**src/sv/can_adapter_frame_deframer_assert.svh**
```systemverilog
// Assertion macros for the frame deframer.
// Included by the top level; depends on nothing else.
`ifndef CAN_ADAPTER_FRAME_DEFRAMER_ASSERT_SVH
`define CAN_ADAPTER_FRAME_DEFRAMER_ASSERT_SVH

// The consequent must hold in the same cycle as the antecedent.
`define CAD_ASSERT_NOW(lbl, clk_s, rst_n_s, ante, cons, msg) \
	lbl: assert property (@(posedge clk_s) disable iff (!rst_n_s) (ante) |-> (cons)) \
		else $error(msg);

// The consequent must hold in the cycle after the antecedent.
`define CAD_ASSERT_NEXT(lbl, clk_s, rst_n_s, ante, cons, msg) \
	lbl: assert property (@(posedge clk_s) disable iff (!rst_n_s) (ante) |=> (cons)) \
		else $error(msg);

`endif

```
**src/sv/cad_pkg.sv**
```systemverilog
// Shared types and constants of the frame deframer.
// Used by every module of the block; depends on nothing.
`timescale 1ns / 1ps

package cad_pkg;

	// Frame geometry.
	localparam int FRAME_LEN = 20;
	localparam int MAX_DATA  = 8;
	localparam int FILL_W    = 5;

	// Register reset values.
	localparam logic [7:0] HEADER_FIRST_RST  = 8'hAA;
	localparam logic [7:0] HEADER_SECOND_RST = 8'h55;
	localparam logic [7:0] DATA_COMMAND_RST  = 8'h01;

	// Register indexes on the configuration port (word address).
	localparam logic [1:0] REG_HEADER_FIRST  = 2'd0;
	localparam logic [1:0] REG_HEADER_SECOND = 2'd1;
	localparam logic [1:0] REG_DATA_COMMAND  = 2'd2;

	// Configuration seen by the front end.
	typedef struct packed {
		logic [7:0] header_first;
		logic [7:0] header_second;
		logic [7:0] data_command;
	} cfg_t;

	// One decoded frame; frame_id sits in the lowest bits.
	typedef struct packed {
		logic [63:0] payload;
		logic [3:0]  data_count;
		logic [31:0] frame_id;
	} frame_t;

	// Status of the front end, for checking.
	typedef struct packed {
		logic              push;
		logic [FILL_W-1:0] fill;
	} front_stat_t;

endpackage

```
**src/sv/cad_front.sv**
```systemverilog
// Front end of the frame deframer: byte window, running checksum and frame check.
// Depends on cad_pkg.
`timescale 1ns / 1ps

module cad_front
	import cad_pkg::*;
(
	input  logic        clk,
	input  logic        arst_n,
	input  cfg_t        cfg,
	input  logic        in_valid,
	output logic        in_ready,
	input  logic [7:0]  in_byte,
	input  logic        q_full,
	output logic        push,
	output frame_t      frame,
	output front_stat_t stat
);

	logic [7:0]        win_q [FRAME_LEN];
	logic [7:0]        sum_q;
	logic [FILL_W-1:0] fill_q;
	logic [7:0]        sum_next;
	logic              accept;
	logic              complete;
	logic              match;
	logic [3:0]        count;

	assign in_ready = !q_full;
	assign accept   = in_valid && in_ready;

	// The window after this byte is win_q[1..19] followed by the new byte.
	// Sum of its bytes 2 to 18 slides by one entry each transaction.
	assign sum_next = sum_q - win_q[2] + win_q[FRAME_LEN-1];
	assign complete = (fill_q == FILL_W'(FRAME_LEN - 1));
	assign match    = (win_q[1] == cfg.header_first) && (win_q[2] == cfg.header_second)
		&& (win_q[3] == cfg.data_command) && (in_byte == sum_next);
	assign push     = accept && complete && match;

	// Frame fields taken from the window as it will be after the shift.
	always_comb begin
		if (win_q[10] > 8'(MAX_DATA)) begin
			count = 4'(MAX_DATA);
		end else begin
			count = win_q[10][3:0];
		end
		frame.frame_id   = {win_q[9], win_q[8], win_q[7], win_q[6]};
		frame.data_count = count;
		for (int i = 0; i < MAX_DATA; i++) begin
			frame.payload[8*i +: 8] = (4'(i) < count) ? win_q[11 + i] : 8'h00;
		end
	end

	// Shift register and checksum advance on every accepted byte.
	always_ff @(posedge clk or negedge arst_n) begin
		if (!arst_n) begin
			for (int i = 0; i < FRAME_LEN; i++) begin
				win_q[i] <= 8'h00;
			end
			sum_q <= 8'h00;
		end else if (accept) begin
			for (int i = 0; i < FRAME_LEN - 1; i++) begin
				win_q[i] <= win_q[i+1];
			end
			win_q[FRAME_LEN-1] <= in_byte;
			sum_q              <= sum_next;
		end
	end

	// Fill level: a match empties the window, a failed check keeps it one short.
	always_ff @(posedge clk or negedge arst_n) begin
		if (!arst_n) begin
			fill_q <= '0;
		end else if (accept) begin
			if (complete) begin
				if (match) begin
					fill_q <= '0;
				end
			end else begin
				fill_q <= fill_q + 1'b1;
			end
		end
	end

	assign stat.push = push;
	assign stat.fill = fill_q;

endmodule

```
**src/sv/cad_fifo.sv**
```systemverilog
// Short frame queue between the front end and the output stage.
// Depends on cad_pkg.
`timescale 1ns / 1ps

module cad_fifo
	import cad_pkg::*;
#(
	parameter int DEPTH = 2
) (
	input  logic   clk,
	input  logic   arst_n,
	input  logic   push,
	input  frame_t wr_frame,
	output logic   full,
	input  logic   pop,
	output logic   not_empty,
	output frame_t rd_frame
);

	localparam int PTR_W = (DEPTH > 1) ? $clog2(DEPTH) : 1;
	localparam int CNT_W = $clog2(DEPTH + 1);

	frame_t             entry_q [DEPTH];
	logic [PTR_W-1:0]   wr_ptr_q;
	logic [PTR_W-1:0]   rd_ptr_q;
	logic [CNT_W-1:0]   count_q;

	assign full      = (count_q == CNT_W'(DEPTH));
	assign not_empty = (count_q != '0);
	assign rd_frame  = entry_q[rd_ptr_q];

	// Entry storage.
	always_ff @(posedge clk) begin
		if (push) begin
			entry_q[wr_ptr_q] <= wr_frame;
		end
	end

	// Pointers and occupancy.
	always_ff @(posedge clk or negedge arst_n) begin
		if (!arst_n) begin
			wr_ptr_q <= '0;
			rd_ptr_q <= '0;
			count_q  <= '0;
		end else begin
			if (push) begin
				wr_ptr_q <= (wr_ptr_q == PTR_W'(DEPTH - 1)) ? '0 : wr_ptr_q + 1'b1;
			end
			if (pop) begin
				rd_ptr_q <= (rd_ptr_q == PTR_W'(DEPTH - 1)) ? '0 : rd_ptr_q + 1'b1;
			end
			if (push && !pop) begin
				count_q <= count_q + 1'b1;
			end else if (pop && !push) begin
				count_q <= count_q - 1'b1;
			end
		end
	end

endmodule

```
**src/sv/cad_back.sv**
```systemverilog
// Output stage of the frame deframer: a register that drives the result stream.
// Depends on cad_pkg.
`timescale 1ns / 1ps

module cad_back
	import cad_pkg::*;
(
	input  logic   clk,
	input  logic   arst_n,
	input  logic   q_not_empty,
	input  frame_t q_frame,
	output logic   pop,
	output logic   out_valid,
	input  logic   out_ready,
	output frame_t out_frame
);

	logic   valid_q;
	frame_t frame_q;

	// Load a new frame when the register is empty or being taken.
	assign pop       = q_not_empty && (!valid_q || out_ready);
	assign out_valid = valid_q;
	assign out_frame = frame_q;

	always_ff @(posedge clk or negedge arst_n) begin
		if (!arst_n) begin
			valid_q <= 1'b0;
		end else if (pop) begin
			valid_q <= 1'b1;
		end else if (out_ready) begin
			valid_q <= 1'b0;
		end
	end

	always_ff @(posedge clk) begin
		if (pop) begin
			frame_q <= q_frame;
		end
	end

endmodule

```
**src/sv/can_adapter_frame_deframer.sv**
```systemverilog
// Frame deframer for a serial link: one received byte in per transaction on the
// slave stream, one decoded data frame out per transaction on the master stream.
// Header bytes and the data command are set over the APB port at words 0, 1, 2.
// The front end keeps a 20-byte shift window with a running checksum and checks
// it once 20 bytes have arrived since the last frame; a failed check drops the
// oldest byte and the next byte is checked again.
// Throughput: one byte per cycle while the queue has room; the window shift
// and the checksum update are one subtract and add per byte.
// A frame is written into the queue on the edge that accepts its last byte,
// then moves into the output register that drives m_tdata once that register
// is empty or being taken.
// Decoded frames wait in a short queue of FIFO_DEPTH entries ahead of the output
// register. When the receiver stalls and the queue is full, s_tready falls and
// bytes wait upstream; nothing is lost.
// Reset clears the window, the fill level, the queue and the output valid, and
// returns the registers to 0xAA, 0x55 and 0x01.
// Depends on cad_pkg, cad_front, cad_fifo, cad_back and the assertion macros.
`timescale 1ns / 1ps

`include "can_adapter_frame_deframer_assert.svh"

module can_adapter_frame_deframer
	import cad_pkg::*;
#(
	parameter int FIFO_DEPTH = 2
) (
	input  logic         clk,
	input  logic         arst_n,
	// Byte stream in.
	input  logic         s_tvalid,
	output logic         s_tready,
	input  logic [7:0]   s_tdata,   // [7:0] rx_byte
	// Frame stream out.
	output logic         m_tvalid,
	input  logic         m_tready,
	output logic [103:0] m_tdata,   // [31:0] frame_id, [35:32] data_count,
	                                // [99:36] payload, [103:100] zero
	// Configuration.
	input  logic         psel,
	input  logic         penable,
	input  logic         pwrite,
	input  logic [3:0]   paddr,
	input  logic [31:0]  pwdata,
	output logic [31:0]  prdata,
	output logic         pready
);

	cfg_t        cfg_q;
	logic        cfg_wr;
	logic        front_push;
	frame_t      front_frame;
	front_stat_t front_stat;
	logic        q_full;
	logic        q_not_empty;
	logic        q_pop;
	frame_t      q_frame;
	frame_t      out_frame;

	// Register file.
	assign pready = 1'b1;
	assign cfg_wr = psel && penable && pwrite;

	always_ff @(posedge clk or negedge arst_n) begin
		if (!arst_n) begin
			cfg_q.header_first  <= HEADER_FIRST_RST;
			cfg_q.header_second <= HEADER_SECOND_RST;
			cfg_q.data_command  <= DATA_COMMAND_RST;
		end else if (cfg_wr) begin
			unique case (paddr[3:2])
				REG_HEADER_FIRST:  cfg_q.header_first  <= pwdata[7:0];
				REG_HEADER_SECOND: cfg_q.header_second <= pwdata[7:0];
				REG_DATA_COMMAND:  cfg_q.data_command  <= pwdata[7:0];
				default: ;
			endcase
		end
	end

	always_comb begin
		unique case (paddr[3:2])
			REG_HEADER_FIRST:  prdata = {24'h0, cfg_q.header_first};
			REG_HEADER_SECOND: prdata = {24'h0, cfg_q.header_second};
			REG_DATA_COMMAND:  prdata = {24'h0, cfg_q.data_command};
			default:           prdata = 32'h0;
		endcase
	end

	cad_front u_front (
		.clk      (clk),
		.arst_n   (arst_n),
		.cfg      (cfg_q),
		.in_valid (s_tvalid),
		.in_ready (s_tready),
		.in_byte  (s_tdata),
		.q_full   (q_full),
		.push     (front_push),
		.frame    (front_frame),
		.stat     (front_stat)
	);

	cad_fifo #(
		.DEPTH (FIFO_DEPTH)
	) u_fifo (
		.clk       (clk),
		.arst_n    (arst_n),
		.push      (front_push),
		.wr_frame  (front_frame),
		.full      (q_full),
		.pop       (q_pop),
		.not_empty (q_not_empty),
		.rd_frame  (q_frame)
	);

	cad_back u_back (
		.clk         (clk),
		.arst_n      (arst_n),
		.q_not_empty (q_not_empty),
		.q_frame     (q_frame),
		.pop         (q_pop),
		.out_valid   (m_tvalid),
		.out_ready   (m_tready),
		.out_frame   (out_frame)
	);

	assign m_tdata = {4'h0, out_frame};

	// Checks.
	`CAD_ASSERT_NOW(a_no_queue_overflow, clk, arst_n, front_push, !q_full, "frame pushed into a full queue")
	`CAD_ASSERT_NEXT(a_match_empties_window, clk, arst_n, front_stat.push, front_stat.fill == '0, "window not emptied after a frame")
	`CAD_ASSERT_NOW(a_count_clamped, clk, arst_n, m_tvalid, m_tdata[35:32] <= 4'(MAX_DATA), "data count above eight")

endmodule

```
**config.mk**
```make
export PLATFORM = sky130hd
export DESIGN_NAME = can_adapter_frame_deframer
export DESIGN_NICKNAME = d
export VERILOG_FILES = /design/src/sv/cad_pkg.sv /design/src/sv/cad_front.sv /design/src/sv/cad_fifo.sv /design/src/sv/cad_back.sv /design/src/sv/can_adapter_frame_deframer.sv
export VERILOG_INCLUDE_DIRS = /design/src /design/src/sv
export SDC_FILE = /design/constraint.sdc
export NUM_CORES = 1
export LEC_CHECK = 0
export BUFFER_PORTS_ARGS = -buffer_cell sky130_fd_sc_hd__buf_2
export CAP_MARGIN = 20
export CORE_UTILIZATION = 30
export DETAILED_ROUTE_END_ITERATION = 16
export PLACE_DENSITY = 0.47
export SYNTH_ARGS = -nofsm -noshare
export SYNTH_HDL_FRONTEND = slang
export SYNTH_SLANG_ARGS = --single-unit
```
**constraint.sdc**
```tcl
create_clock -name clk -period 8.9 [get_ports clk]
set_input_delay 0.445 -clock clk [delete_from_list [all_inputs] [get_ports clk]]
set_output_delay 0.445 -clock clk [all_outputs]
set_load 0.1 [all_outputs]
```
== After elaboration in Yosys (flattened, before gate mapping) ==
Memories as Yosys holds them, arrays and structs flattened. A register that Yosys moved wholly into a read port is not among the register bits.
Cells that the tools add are included.
Word-level totals
  register bits: 194
  bits in writable memories: 200
  output and inout port bits: 139
  memories: 1
Memory list
  u_fifo.entry_q: depth 2, width 100, read ports 1, clocked after memory_dff 1, wr ports 1, line cad_fifo.sv:23  | frame_t entry_q [DEPTH];
Operators by class
  add/subtract/negate cells: 7
  $lt $le $gt $ge: 9
  equal/unequal tests: 9
  muxes and demuxes: 20
  reduce and logical (&&, ||, !) cells: 24
Operators by type and width (count)
  $mux 8: 8
  $eq 8x8->1: 4
  $pmux 8 s3: 1
  $lt 3x4->1 const A: 4
  $logic_and 1x1->1: 11
  $mux 5: 2
  $add 8x8->8: 1
  $gt 8x4->1 const B: 1
  $lt 1x4->1 const A: 2
  $lt 2x4->1 const A: 2
  $reduce_and 2->1: 4
  $sub 8x8->8: 1
  $mux 1: 6
  $reduce_bool 2->1: 3
  $add 5x1->5 const B: 1
  $eq 5x5->1 const B: 1
  $eq 2x2->1 const B: 2
  $logic_not 1->1: 4
  $mux 2: 2
  $mux 4: 1
  $add 1x1->1 const B: 2
  $add 2x1->2 const B: 1
  $eq 2x1->1 const B: 1
  $logic_not 2->1: 1
  3 further kinds: 3

== Longest topological paths before layout ==
  depth in word-level cells: 9
  mapped depth: 16
  mapped depth without buffers: 16

== Modules after synthesis ==
From an unflattened synthesis, not the netlist that was laid out.
Unflattened totals
  cell total of the unflattened synthesis: 1456
  area, all modules: 20144.3 sq um
By module, submodules not included
  cad_front: times used 1, cells each 913, area each 7867.5 sq um
  cad_fifo: times used 1, cells each 327, area each 7855.0 sq um
  cad_back: times used 1, cells each 104, area each 3046.7 sq um
  can_adapter_frame_deframer: times used 1, cells each 112, area each 1375.1 sq um

== Least setup slack after synthesis ==
OpenSTA, ideal clock, no wires.
  path type: register to register
  start: reg u_front.sum_q[1]
  end: mem u_fifo.entry_q[0][0] in the netlist's numbering (enable)
  arrival time: 6.826 ns
  setup slack: 1.514 ns
  cell stages (with the launch flop): 12
  path buffers: 0
  cells stage by stage: dfrtp_1 inv_1 fa_1 inv_1 fa_1 xnor2_1 nand4_1 nor4_1 nand4_1 nor4b_2 nand3_1 nor2_1
Between the ends
  cells in the longest elaborated chain, start to end: 7
RTL lines
  start: declaration: line cad_front.sv:21  | logic [7:0] sum_q;
  start signal: assignment: line cad_front.sv:66  | sum_q <= sum_next;
  $sub 8x8->8: line cad_front.sv:34  | assign sum_next = sum_q - win_q[2] + win_q[FRAME_LEN-1];
  $add 8x8->8: line cad_front.sv:34
  named net u_front.sum_next[1]: line cad_front.sv:23  | logic [7:0] sum_next;
  $eq 8x8->1: line cad_front.sv:37  | && (win_q[3] == cfg.data_command) && (in_byte == sum_next);
  $logic_and 1x1->1: line cad_front.sv:37
  $logic_and 1x1->1: line cad_front.sv:38  | assign push = accept && complete && match;
  $mux 1: line cad_fifo.sv:34  | if (push) begin
  $mux 1 (implied by the code): line cad_fifo.sv:35  | entry_q[wr_ptr_q] <= wr_frame;
  end: declaration: line cad_fifo.sv:23
The timed path passes the listed nets, and every way through them passes these cells.

== Final worst setup path ==
  start: reg u_front.win_q[137] in the netlist's numbering
  end: mem u_fifo.entry_q[1][53] in the netlist's numbering (enable)
Between the ends
  cells in the longest elaborated chain, start to end: 7
  elaborated cells between the ends (all ways): 10
  classes of those cells: add/sub (2); eq/ne (2); mux (2); reduce/logical (4)
RTL lines
  start: declaration: line cad_front.sv:20  | logic [7:0] win_q [FRAME_LEN];
  start signal: indexed assignment: line cad_front.sv:63  | win_q[i] <= win_q[i+1];
  start signal: indexed assignment: line cad_front.sv:65  | win_q[FRAME_LEN-1] <= in_byte;
  $sub 8x8->8: line cad_front.sv:34
  $add 8x8->8: line cad_front.sv:34
  named net u_front.sum_next[1]: line cad_front.sv:23
  $eq 8x8->1: line cad_front.sv:37
  $logic_and 1x1->1: line cad_front.sv:37
  $logic_and 1x1->1: line cad_front.sv:38
  named net front_push: line can_adapter_frame_deframer.sv:50  | logic front_push;
  $mux 1: line cad_fifo.sv:34
  $mux 1 (implied by the code): line cad_fifo.sv:35
The timed path passes the listed nets, and every way through them passes these cells.

==> flow_metrics.tcl <==
set metrics [dict create \
    synth.most_common_cell "edfxtp_1" \
    min_to "u_back.out_valid$_DFFE_PN0P_" \
    cts_tree "built" \
    fin_crit_ns 5.04 \
    fillers 6060 \
    ys_seq_area_share_pct 72.1 \
    dieWidth_um 255 \
    hold-path-cell-count 3 \
    ys_types 44 \
    num_vias 9192 \
    clock-skew-final_ns 0.0249 \
    dieArea_um2 65200 \
    startpoint_type "flop" \
    regArea_um2 13900 \
    final_nets 1344 \
    wl_per_cell_um 17.6 \
    cts_root_buf "clkbuf_16" \
    coreArea_um2 63200 \
    setup_violations 0 \
    drt-initial-drc-count 319 \
    ys_async_sr_fraction_pct 39.3 \
    timing.rr.start "u_front.win_q[137]$_DFFE_PN0P_" \
    finalHoldViolCount 0 \
    cts_buffers 53 \
    reg2regPathDepth 12 \
    cap_violations 0 \
    synth_commonest_cells "300 x edfxtp_1, 275 x mux2_2, 185 x dfrtp_1" \
    multi_input_area_um2 5020 \
    cp.required_ns 9.10 \
    tns_ns 0 \
    dp_hpwl_um 23700 \
    post_cts_buffers 0 \
    grt_pass1_vias 9634 \
    worstReg2RegEnd "u_fifo.entry_q[1][53]$_DFFE_PP_" \
    holdCritStartpoint "m_tready" \
    post-route-util_pct 35.8 \
    grt_pass1_wl_um 58600 \
    initial_core_util_pct 30.5 \
    clock.fmax_ghz 0.198 \
    cts_hold_buf 1 \
    cts_resized 0 \
    synth.area.top_cells "edfxtp_1 47%, dfrtp_1 24%, mux2_2 16%, xnor2_1 1.7%, and2_1 1.4%" \
    setup_slack_ns 3.86 \
    synth_top_family_by_area "multiplexers" \
    num_rows 92 \
    diodes 0 \
    routed_wl_um 38000 \
    antenna_left 0 \
    synth_xor_area_share_pct 2.28 \
    rsz0062_at_grt "false" \
    yosys_most_used_dff "edfxtp_1" \
    path_clk_slew_ns 0.06 \
    cts_sinks 494 \
    arrival_ns 5.24 \
    syn_area_um2 19200 \
    yosysTopAreaCellShare_pct 46.8 \
    yosys.area_share.simple_pct 3.89 \
    synth.area.mux_share_pct 16.6 \
    port_buffers 134 \
    ys_ff_latch 494 \
    dp_slack_ns 3.74 \
    slew-limit-headroom_pct 35.1 \
    ioPinCount 190 \
    grt_overflow_total 0 \
    clock_latency_ns 0.59 \
    track_usage_pct 11.9 \
    syn_inst 1112 \
    maxSlewViolCount 0 \
    drc 0 \
    period_share_pct 56.7 \
    end_kind "flop" \
    syn_area_per_cell_um2 17.3 \
    synth_compound_area_share_pct 1.31 \
    drive_gt1_share_pct 40.3 \
    dr.pass1.iters 4 \
    synth_edf_count 300 \
    grt_max_degree 89 \
    ys_warn_count 0 \
    tightest_slew_ns 0.973 \
    hp-class "in -> reg" \
    area_delta_synth_final_pct 17.6 \
    cts_max_level 2 \
    cp_max_fo 56 \
    yosysTopAreaCell "edfxtp_1" \
    crit_type "reg -> reg" \
    status "finished, final reports clean" \
    clock_path_buffers 3 \
    die_y_um 255 \
    antenna_found_initial 0 \
    r2r_slack_ns 3.86 \
    synth-adder-area-share_pct 1.38 \
    gp_congestion 0.711 \
    vias_per_cell 4.24 \
]
## area by class of cell
class	instances	share of cell area [%]
repair buffers	146	3.41
well taps	846	4.68
clock buffers	68	6.56
inverters	29	0.492
flip-flops and latches	494	61.3
multi-input cells	552	22.2
clock inverters	31	1.32
## through the flow
step | hold WS (ns) | std cells | cell area, µm²
global route | 0.0889 | 2166 | 22600
global placement | 0.466 | 2065 | 20800
CTS | 0.0820 | 2165 | 22600
floorplan | 0.149 | 1139 | 19300
finish | 0.132 | 2166 | 22600
detailed placement | 0.480 | 2065 | 20800
## worst max-delay path: stages, from the launching register on
cell	delay, ns
dfrtp_1	0.45
fa_1	0.50
inv_1	0.07
fa_1	0.58
xnor2_1	0.14
nand4_1	0.11
nor4_1	0.29
nand4_1	0.17
nor4b_2	0.37
nand3_1	0.29
inv_2	0.18
and2_4	0.66
buf_4	0.78
## worst max-delay path by stage
stage,slack (ns),cells after the start,end,from
floorplan,1.51,11,u_fifo.entry_q[0][0]$_DFFE_PP_,u_front.sum_q[1]$_DFFE_PN0P_
CTS,3.73,12,u_fifo.entry_q[1][65]$_DFFE_PP_,u_front.win_q[137]$_DFFE_PN0P_
global route,3.58,12,u_fifo.entry_q[1][85]$_DFFE_PP_,u_front.win_q[137]$_DFFE_PN0P_
global placement,3.78,12,u_fifo.entry_q[1][60]$_DFFE_PP_,u_front.win_q[137]$_DFFE_PN0P_
finish,3.86,12,u_fifo.entry_q[1][53]$_DFFE_PP_,u_front.win_q[137]$_DFFE_PN0P_
detailed placement,3.74,12,u_fifo.entry_q[1][65]$_DFFE_PP_,u_front.win_q[137]$_DFFE_PN0P_
## layout by cell type (no fill, tap or decap), types with 12 or more instances in the layout
cell type  instances
inv_1             27
o21ai_0           25
dfrtp_1          184
xnor2_1           38
clkbuf_16         54
clkinv_2          16
nor2b_1           20
edfxtp_1         300
conb_1            29
mux2_2           275
nor2_1            12
buf_2            133
and2_1            41
nand2_1           24
## metal layers
| metal | track usage, % | part of all wire (%) | vias up |
|---|---|---|---|
| met4 | 3.11 | 1.7 | 0 |
| met3 | 2.63 | 4.1 | 47 |
| met2 | 18.7 | 46 | 148 |
| met5 | 0 | 0 | - |
| li1 | - | - | 4326 |
| met1 | 16.7 | 48 | 4671 |
## cell families after synthesis
| group | count (synthesis) |
|---|---|
| buf+inv | 93 |
| other cells | 2 |
| xor+xnor | 47 |
| simple gates | 133 |
| mux | 284 |
| compound gates | 42 |
| flops | 494 |
| fa+ha+maj | 17 |
## registers in the layout, indices dropped and copies added (netlist names), 2 cells and up
signal and count:
cfg_q 24, u_front.frame 32, u_back.out_frame 100, u_fifo.count_q 2, u_front.fill_q 5, u_front.win_q 120
u_fifo.entry_q 200, u_front.sum_q 8
Power is left out: the tool's default activity adds up to more than one toggle a clock period on the data nets, which glitch-free logic cannot reach.
